===== config.mk =====
export PLATFORM = sky130hd
export DESIGN_NAME = gif_stream_length_detector_flat
export DESIGN_NICKNAME = d
export VERILOG_FILES = /design/src/hdl/gsl_pkg.sv /design/src/hdl/gsl_stream_if.sv /design/src/hdl/gsl_cfg_regs.sv /design/src/hdl/gsl_parser.sv /design/src/hdl/gif_stream_length_detector.sv /design/src/flat_wrapper.sv
export SDC_FILE = /design/constraint.sdc
export NUM_CORES = 1
export LEC_CHECK = 0
export ABC_AREA = 0
export BUFFER_PORTS_ARGS = -buffer_cell sky130_fd_sc_hd__buf_2
export CAP_MARGIN = 25
export CELL_PAD_IN_SITES_DETAIL_PLACEMENT = 1
export CELL_PAD_IN_SITES_GLOBAL_PLACEMENT = 1
export CORE_MARGIN = 2
export CORE_UTILIZATION = 26
export CTS_BUF_LIST = sky130_fd_sc_hd__clkbuf_4 sky130_fd_sc_hd__clkbuf_8
export CTS_CLUSTER_DIAMETER = 200
export DETAILED_ROUTE_END_ITERATION = 6
export HOLD_SLACK_MARGIN = 0.12
export PLACE_DENSITY_LB_ADDON = 0.1
export SYNTH_ARGS = -nofsm -noshare
export SYNTH_HDL_FRONTEND = slang
export SYNTH_SLANG_ARGS = --single-unit

===== constraint.sdc =====
create_clock -name clk_i -period 1.4 [get_ports clk_i]
set_input_delay 0.14 -clock clk_i [delete_from_list [all_inputs] [get_ports clk_i]]
set_output_delay 0.14 -clock clk_i [all_outputs]
set_load 0.05 [all_outputs]

===== src/hdl/gsl_pkg.sv =====
// Package for the GIF stream length detector: transaction types, register map
// and reset constants. No dependencies.
package gsl_pkg;

  localparam int unsigned LengthBitsDefault = 32;
  localparam int unsigned MinLenW           = 11;
  localparam int unsigned CfgAddrW          = 2;
  localparam int unsigned CfgDataW          = 32;
  localparam int unsigned FileLenW          = 32;

  localparam logic [MinLenW-1:0]  MinLengthReset = 11'd14;
  localparam logic [CfgAddrW-1:0] AddrMinLength  = 2'd0;

  typedef struct packed {
    logic [7:0] data_byte;
    logic       last_byte;
  } item_t;

  typedef struct packed {
    logic                is_gif;
    logic [FileLenW-1:0] file_length;
  } result_t;

endpackage


===== src/hdl/gsl_stream_if.sv =====
// Valid/ready stream channel carrying one payload per transaction.
// Payload type comes from gsl_pkg at the instantiation site.
interface gsl_stream_if #(
  parameter type payload_t = logic
);
  logic     valid;
  logic     ready;
  payload_t payload;

  modport source (output valid, output payload, input ready);
  modport sink   (input valid, input payload, output ready);
endinterface


===== src/hdl/gsl_cfg_regs.sv =====
// APB-style configuration register file holding min_length.
// Depends on gsl_pkg.
module gsl_cfg_regs (
  input  logic                           clk_i,
  input  logic                           rst_ni,
  input  logic                           psel,
  input  logic                           penable,
  input  logic                           pwrite,
  input  logic [gsl_pkg::CfgAddrW-1:0]   paddr,
  input  logic [gsl_pkg::CfgDataW-1:0]   pwdata,
  output logic [gsl_pkg::CfgDataW-1:0]   prdata,
  output logic                           pready,
  output logic [gsl_pkg::MinLenW-1:0]    min_length_o
);

  logic [gsl_pkg::MinLenW-1:0] min_length_q;
  logic                        wr_en;

  assign pready = 1'b1;
  assign wr_en  = psel && penable && pwrite && (paddr == gsl_pkg::AddrMinLength);

  always_ff @(posedge clk_i or negedge rst_ni) begin
    if (!rst_ni) begin
      min_length_q <= gsl_pkg::MinLengthReset;
    end else if (wr_en) begin
      min_length_q <= pwdata[gsl_pkg::MinLenW-1:0];
    end
  end

  always_comb begin
    prdata = '0;
    if (paddr == gsl_pkg::AddrMinLength) begin
      prdata = {{(gsl_pkg::CfgDataW - gsl_pkg::MinLenW){1'b0}}, min_length_q};
    end
  end

  assign min_length_o = min_length_q;

endmodule


===== src/hdl/gsl_parser.sv =====
// Block-structure walker: updates parse state for one byte per step and
// forms the verdict on the last byte. Depends on gsl_pkg.
module gsl_parser #(
  parameter int unsigned LengthBits = gsl_pkg::LengthBitsDefault
) (
  input  logic                        clk_i,
  input  logic                        rst_ni,
  input  logic                        step_i,
  input  gsl_pkg::item_t              item_i,
  input  logic [gsl_pkg::MinLenW-1:0] min_length_i,
  output logic                        res_valid_o,
  output gsl_pkg::result_t            res_o
);

  localparam int unsigned CntW = (LengthBits > 32) ? 32 : LengthBits;
  localparam logic [CntW-1:0] SeenMax = '1;

  typedef enum logic [3:0] {
    PhHeader, PhGtable, PhMarker, PhDesc, PhLtable,
    PhCodesize, PhExtlabel, PhSubsize, PhSubdata, PhDone
  } phase_e;

  typedef enum logic [1:0] {
    OcPending, OcAccept, OcReject
  } outcome_e;

  phase_e          phase_q, phase_d, phase_n;
  outcome_e        outcome_q, outcome_d, outcome_n;
  logic [CntW-1:0] seen_q, seen_d, seen_n;
  logic [CntW-1:0] found_q, found_d, found_n;
  logic [3:0]      fidx_q, fidx_d, fidx_n;
  logic [9:0]      skip_q, skip_d, skip_n;
  logic [7:0]      b;
  logic [9:0]      tbl_bytes;
  logic            sig_ok;
  logic            ok;

  assign b         = item_i.data_byte;
  assign tbl_bytes = (10'd2 << b[2:0]) + (10'd4 << b[2:0]);

  always_comb begin
    phase_n   = phase_q;
    outcome_n = outcome_q;
    seen_n    = seen_q;
    found_n   = found_q;
    fidx_n    = fidx_q;
    skip_n    = skip_q;
    sig_ok    = 1'b1;

    if (outcome_q == OcPending) begin
      if (seen_q == SeenMax) begin
        outcome_n = OcReject;
      end else begin
        case (phase_q)
          PhHeader: begin
            case (fidx_q)
              4'd0:  sig_ok = (b == 8'h47);
              4'd1:  sig_ok = (b == 8'h49);
              4'd2:  sig_ok = (b == 8'h46);
              4'd3:  sig_ok = (b == 8'h38);
              4'd4:  sig_ok = b inside {8'h37, 8'h39};
              4'd5:  sig_ok = (b == 8'h61);
              4'd10: skip_n = b[7] ? tbl_bytes : 10'd0;
              default: sig_ok = 1'b1;
            endcase
            if (!sig_ok) begin
              outcome_n = OcReject;
            end else if (fidx_q >= 4'd12) begin
              fidx_n  = '0;
              phase_n = (skip_n != 10'd0) ? PhGtable : PhMarker;
            end else begin
              fidx_n = fidx_q + 4'd1;
            end
          end
          PhGtable, PhLtable, PhSubdata: begin
            if (skip_q != 10'd0) begin
              skip_n = skip_q - 10'd1;
            end
            if (skip_n == 10'd0) begin
              phase_n = (phase_q == PhGtable) ? PhMarker
                      : (phase_q == PhLtable) ? PhCodesize : PhSubsize;
            end
          end
          PhMarker: begin
            if (b == 8'h2C) begin
              fidx_n  = '0;
              phase_n = PhDesc;
            end else if (b == 8'h21) begin
              phase_n = PhExtlabel;
            end else if (b == 8'h3B) begin
              outcome_n = OcAccept;
              found_n   = seen_q + CntW'(1);
              phase_n   = PhDone;
            end else begin
              outcome_n = OcReject;
            end
          end
          PhDesc: begin
            if (fidx_q >= 4'd8) begin
              fidx_n = '0;
              if (b[7]) begin
                skip_n  = tbl_bytes;
                phase_n = PhLtable;
              end else begin
                phase_n = PhCodesize;
              end
            end else begin
              fidx_n = fidx_q + 4'd1;
            end
          end
          PhCodesize, PhExtlabel: phase_n = PhSubsize;
          PhSubsize: begin
            if (b == 8'h00) begin
              phase_n = PhMarker;
            end else begin
              skip_n  = {2'b00, b};
              phase_n = PhSubdata;
            end
          end
          default: phase_n = phase_q;
        endcase
      end
    end

    if (seen_q != SeenMax) begin
      seen_n = seen_q + CntW'(1);
    end

    ok = (outcome_n == OcAccept) &&
         (seen_n >= {{(CntW - gsl_pkg::MinLenW){1'b0}}, min_length_i});

    phase_d   = phase_q;
    outcome_d = outcome_q;
    seen_d    = seen_q;
    found_d   = found_q;
    fidx_d    = fidx_q;
    skip_d    = skip_q;
    if (step_i) begin
      if (item_i.last_byte) begin
        phase_d   = PhHeader;
        outcome_d = OcPending;
        seen_d    = '0;
        found_d   = '0;
        fidx_d    = '0;
        skip_d    = '0;
      end else begin
        phase_d   = phase_n;
        outcome_d = outcome_n;
        seen_d    = seen_n;
        found_d   = found_n;
        fidx_d    = fidx_n;
        skip_d    = skip_n;
      end
    end
  end

  always_ff @(posedge clk_i or negedge rst_ni) begin
    if (!rst_ni) begin
      phase_q   <= PhHeader;
      outcome_q <= OcPending;
      seen_q    <= '0;
      found_q   <= '0;
      fidx_q    <= '0;
      skip_q    <= '0;
    end else begin
      phase_q   <= phase_d;
      outcome_q <= outcome_d;
      seen_q    <= seen_d;
      found_q   <= found_d;
      fidx_q    <= fidx_d;
      skip_q    <= skip_d;
    end
  end

  assign res_valid_o        = step_i && item_i.last_byte;
  assign res_o.is_gif       = ok;
  assign res_o.file_length  = ok ? {{(gsl_pkg::FileLenW - CntW){1'b0}}, found_n}
                                 : '0;

endmodule


===== src/hdl/gif_stream_length_detector.sv =====
// GIF stream length detector: one byte per cycle sustained, back to back.
// The result passes the input register, then the parser into the result
// register; a held result stalls only a following last byte. Reset (rst_ni
// low, async) empties both registers, clears the parse state and sets
// min_length to 14.
// Depends on gsl_pkg, gsl_stream_if, gsl_cfg_regs and gsl_parser.
module gif_stream_length_detector #(
  parameter int unsigned LengthBits = gsl_pkg::LengthBitsDefault
) (
  input  logic                         clk_i,
  input  logic                         rst_ni,
  gsl_stream_if.sink                   byte_i,
  gsl_stream_if.source                 result_o,
  input  logic                         psel,
  input  logic                         penable,
  input  logic                         pwrite,
  input  logic [gsl_pkg::CfgAddrW-1:0] paddr,
  input  logic [gsl_pkg::CfgDataW-1:0] pwdata,
  output logic [gsl_pkg::CfgDataW-1:0] prdata,
  output logic                         pready
);

  logic                        in_vld_q;
  gsl_pkg::item_t              in_item_q;
  logic                        out_vld_q;
  gsl_pkg::result_t            out_res_q;
  logic                        advance;
  logic                        load;
  logic                        res_valid;
  gsl_pkg::result_t            res;
  logic [gsl_pkg::MinLenW-1:0] min_length;

  gsl_cfg_regs u_cfg (
    .clk_i        (clk_i),
    .rst_ni       (rst_ni),
    .psel         (psel),
    .penable      (penable),
    .pwrite       (pwrite),
    .paddr        (paddr),
    .pwdata       (pwdata),
    .prdata       (prdata),
    .pready       (pready),
    .min_length_o (min_length)
  );

  assign advance = in_vld_q && (!in_item_q.last_byte || !out_vld_q || result_o.ready);
  assign byte_i.ready = !in_vld_q || advance;
  assign load = byte_i.valid && byte_i.ready;

  gsl_parser #(
    .LengthBits (LengthBits)
  ) u_parser (
    .clk_i        (clk_i),
    .rst_ni       (rst_ni),
    .step_i       (advance),
    .item_i       (in_item_q),
    .min_length_i (min_length),
    .res_valid_o  (res_valid),
    .res_o        (res)
  );

  always_ff @(posedge clk_i or negedge rst_ni) begin
    if (!rst_ni) begin
      in_vld_q  <= 1'b0;
      out_vld_q <= 1'b0;
    end else begin
      if (load) begin
        in_vld_q <= 1'b1;
      end else if (advance) begin
        in_vld_q <= 1'b0;
      end
      if (res_valid) begin
        out_vld_q <= 1'b1;
      end else if (result_o.ready) begin
        out_vld_q <= 1'b0;
      end
    end
  end

  always_ff @(posedge clk_i) begin
    if (load) begin
      in_item_q <= byte_i.payload;
    end
    if (res_valid) begin
      out_res_q <= res;
    end
  end

  assign result_o.valid   = out_vld_q;
  assign result_o.payload = out_res_q;

endmodule

===== src/flat_wrapper.sv =====
// flat-port wrapper written by rule: the top's interface ports become plain ports
module gif_stream_length_detector_flat 
#(
  parameter int unsigned LengthBits = gsl_pkg::LengthBitsDefault
)
  (clk_i, rst_ni, psel, penable, pwrite, paddr, pwdata, prdata, pready, byte_i_valid, byte_i_payload, byte_i_ready, result_o_valid, result_o_payload, result_o_ready);
  gsl_stream_if byte_i_i ();
  gsl_stream_if result_o_i ();
  input  logic clk_i;
  input  logic rst_ni;
  input  logic psel;
  input  logic penable;
  input  logic pwrite;
  input  logic [gsl_pkg::CfgAddrW-1:0] paddr;
  input  logic [gsl_pkg::CfgDataW-1:0] pwdata;
  output logic [gsl_pkg::CfgDataW-1:0] prdata;
  output logic pready;
  input wire logic [$bits(byte_i_i.valid)-1:0] byte_i_valid;
  input wire logic [$bits(byte_i_i.payload)-1:0] byte_i_payload;
  output wire logic [$bits(byte_i_i.ready)-1:0] byte_i_ready;
  output wire logic [$bits(result_o_i.valid)-1:0] result_o_valid;
  output wire logic [$bits(result_o_i.payload)-1:0] result_o_payload;
  input wire logic [$bits(result_o_i.ready)-1:0] result_o_ready;
  assign byte_i_i.valid = byte_i_valid;
  assign byte_i_i.payload = byte_i_payload;
  assign byte_i_ready = byte_i_i.ready;
  assign result_o_valid = result_o_i.valid;
  assign result_o_payload = result_o_i.payload;
  assign result_o_i.ready = result_o_ready;
  gif_stream_length_detector #(.LengthBits(LengthBits)) u_core (.clk_i(clk_i), .rst_ni(rst_ni), .byte_i(byte_i_i), .result_o(result_o_i), .psel(psel), .penable(penable), .pwrite(pwrite), .paddr(paddr), .pwdata(pwdata), .prdata(prdata), .pready(pready));
endmodule

==> results.sh <==
export IMPL_outcome="finished clean"
export IMPL_cts_root_buf="clkbuf_4"
export IMPL_grt_pass1_wl_um=2600
export IMPL_wl_met3_um=137
export IMPL_grt_total_usage=0.0983
export IMPL_initial_utilization=0.274
export IMPL_maxSlewViolCount=0
export IMPL_reg2reg_from="u_core.result_o.valid$_DFFE_PN0P_"
export IMPL_start_kind="flip-flop"
export IMPL_syn_area_um2=836
export IMPL_syn_to_final_growth_pct=39.8
export IMPL_wl_per_cell_um=10.5
export IMPL_dr_first_iter_drc_count=7
export IMPL_finalWirelength_um=1750
export IMPL_met1_length_um=736
export IMPL_first_pass_iters=2
export IMPL_crit_start="u_core.result_o.valid$_DFFE_PN0P_"
export IMPL_std_cell_rows=20
export IMPL_ys_seq_area_frac=0.430
export IMPL_dpl_worst_slack_ns=0.270
export IMPL_end_kind="output pin"
export IMPL_p_leak_nw=0.639
export IMPL_cp_max_fo=2
export IMPL_cts_tree="done"
export IMPL_antenna_found_initial=0
export IMPL_synth_area_per_cell_um2=11.8
export IMPL_setup_ws_ns=0.0264
export IMPL_finalClockSkew_ns=0.0000708
export IMPL_most_common_layout_cells="buf_2, conb_1, dlygate4sd3_1"
export IMPL_grt_max_degree=14
export IMPL_path_delay_family="simple AND/OR/NAND/NOR gates"
export IMPL_die_w_um=60.7
export IMPL_placed_area_um2=971
export IMPL_htree_levels=1
export IMPL_cp_required_ns=1.26
export IMPL_rsz0062_at_grt="yes"
export IMPL_hold_viol_final=0
export IMPL_hpwl_um=1210
export IMPL_yosysWarningCount=0
export IMPL_cts_buffers=3
export IMPL_top_level_ports=78
export IMPL_hold_path_startpoint="result_o_ready"
export IMPL_fmax_mhz=728
export IMPL_timing_final_crit_share=0.981
export IMPL_worst_path_max_delay_cell="or3_4"
export IMPL_maxUsedRoutingLayer="met3"
export IMPL_n_antenna_cell=0
export IMPL_die_area_mm2=0.00368
export IMPL_clockBufferDepth=2
export IMPL_vias=585
export IMPL_io_buffers=33
export IMPL_worst_path_buf_inv=2
export IMPL_cellPowerDensity_mw_per_mm2=1100
export IMPL_cap_violations=0
export IMPL_crit_arrival_ns=1.23
export IMPL_synth_seq_cells=14
export IMPL_clock_sinks=14
export IMPL_fin_crit_ns=1.37
export IMPL_max_stage_delay_ns=0.39
export IMPL_clk_latency_ns=0.27
export IMPL_drive_gt1_frac=0.500
export IMPL_first_global_vias=571
export IMPL_drcViolationCount=0
export IMPL_synth_cells=71
export IMPL_min_delay_path_class="primary input to flip-flop"
export IMPL_critical_path_cell_chain="inv_2 -> or3_4 -> buf_8"
export IMPL_die_h_um=60.7
export IMPL_final_area_mm2=0.00117
export IMPL_place_congestion=0.612
export IMPL_ys_types=18
export IMPL_wl_met2_um=873
export IMPL_clk_pin_slew_worst_paths_ns=0.08
export IMPL_core_mm2=0.00305
export IMPL_layout_commonest_cell="buf_2"
export IMPL_setup_viol=0
export IMPL_via_per_inst=3.52
export IMPL_fin_nets=165
export IMPL_antenna_left=0
export IMPL_grt_ovfl_total=0
export IMPL_vdd_ir_drop_max_mv=0.323
export IMPL_critical_path_class="flip-flop to output pin"
==> flip-flops by register name, summed over array words and instances, names as in the netlist <==
signal / count
u_core.u_cfg.min_length_o: 11
u_core.in_vld_q: 1
u_core.in_item_q: 1
u_core.result_o.valid: 1
==> power breakdown <==
group / switching [mW] / internal (mW)
Combinational: 0.310 / 0.183
Clock: 0.123 / 0.130
Sequential: 0.0354 / 0.504
Total: 0.468 / 0.816
==> Yosys cell counts (all sizes together) <==
cell     n  area share
dfrtp   10        0.30
or3      1      0.0075
buf     24        0.22
clkbuf   1      0.0045
nand2b   1      0.0075
mux2    11        0.19
nor2     1      0.0075
nand2    1      0.0045
dfstp    3       0.094
conb     2      0.0090
inv      1      0.0045
and2    12       0.091
edfxtp   1       0.036
nand4    1       0.015
o21ai    1      0.0060
==> repair_timing <==
| action | 4_1_cts | 5_1_grt |
|---|---|---|
| hold buffers | 15 | 0 |
| pin swaps | 0 | 1 |
| setup buffers | 0 | 1 |
| setup endpoints to repair | 1 | 1 |
| hold endpoints to repair | 27 | 0 |
| resized for setup | 2 | 1 |
==> metal layers <==
metal	GRT usage	vias up
met4	0.0373	0
met3	0.0277	0
met1	0.130	275
met5	0	-
met2	0.154	30
li1	-	280
==> worst register-to-register path, delay by kind of cell, from the launching register on <==
kind	cells	cell delay (ns)
DFF	1	0.37
buffers and inverters	2	0.19
and+or+nand+nor	2	0.52
==> metrics by stage <==
stage / power, mW / util / hold WS [ns] / std cells / setup TNS, ns
6_report: 1.28 / 0.383 / 0.269 / 166 / 0
5_1_grt: 1.37 / 0.383 / 0.258 / 166 / -0.0392
4_1_cts: 1.30 / 0.379 / 0.156 / 165 / 0
3_5_place_dp: 1.00 / 0.318 / 0.0523 / 146 / 0
3_3_place_gp: 0.998 / 0.318 / 0.0560 / 146 / 0
2_1_floorplan: 0.966 / - / -0.156 / 92 / -0.0296
==> kinds of logic after synthesis <==
logic type	share of synthesized area
other cells	0.00899
compound gates	0.00598
flops	0.430
buf+inv	0.229
mux	0.193
simple gates	0.133
==> layout make-up <==
type | count | area (µm²)
fillers | 372 | 1880
flip-flops and latches | 14 | 360
inverters | 1 | 3.75
clock buffers | 4 | 30.0
multi-input cells | 52 | 372
well taps | 44 | 55.1
repair buffers | 51 | 348
==> worst paths after layout <==
| kind | endpoint | depth (start not counted) | slack (ns) |
|---|---|---|---|
| max | byte_i_ready | 3 | 0.03 |
| min | u_core.in_vld_q$_DFFE_PN0P_ | 4 | 0.27 |
| max reg2reg | u_core.in_item_q[0]$_DFFE_PP_ | 4 | 0.11 |
| min reg2reg | u_core.u_cfg.min_length_o[10]$_DFFE_PN0P_ | 1 | 0.50 |
| max in group asynchronous | u_core.u_cfg.min_length_o[3]$_DFFE_PN1P_ | 2 | 0.83 |
| min in group asynchronous | u_core.u_cfg.min_length_o[7]$_DFFE_PN0P_ | 2 | 0.29 |
(Power assumes the default switching activity.)
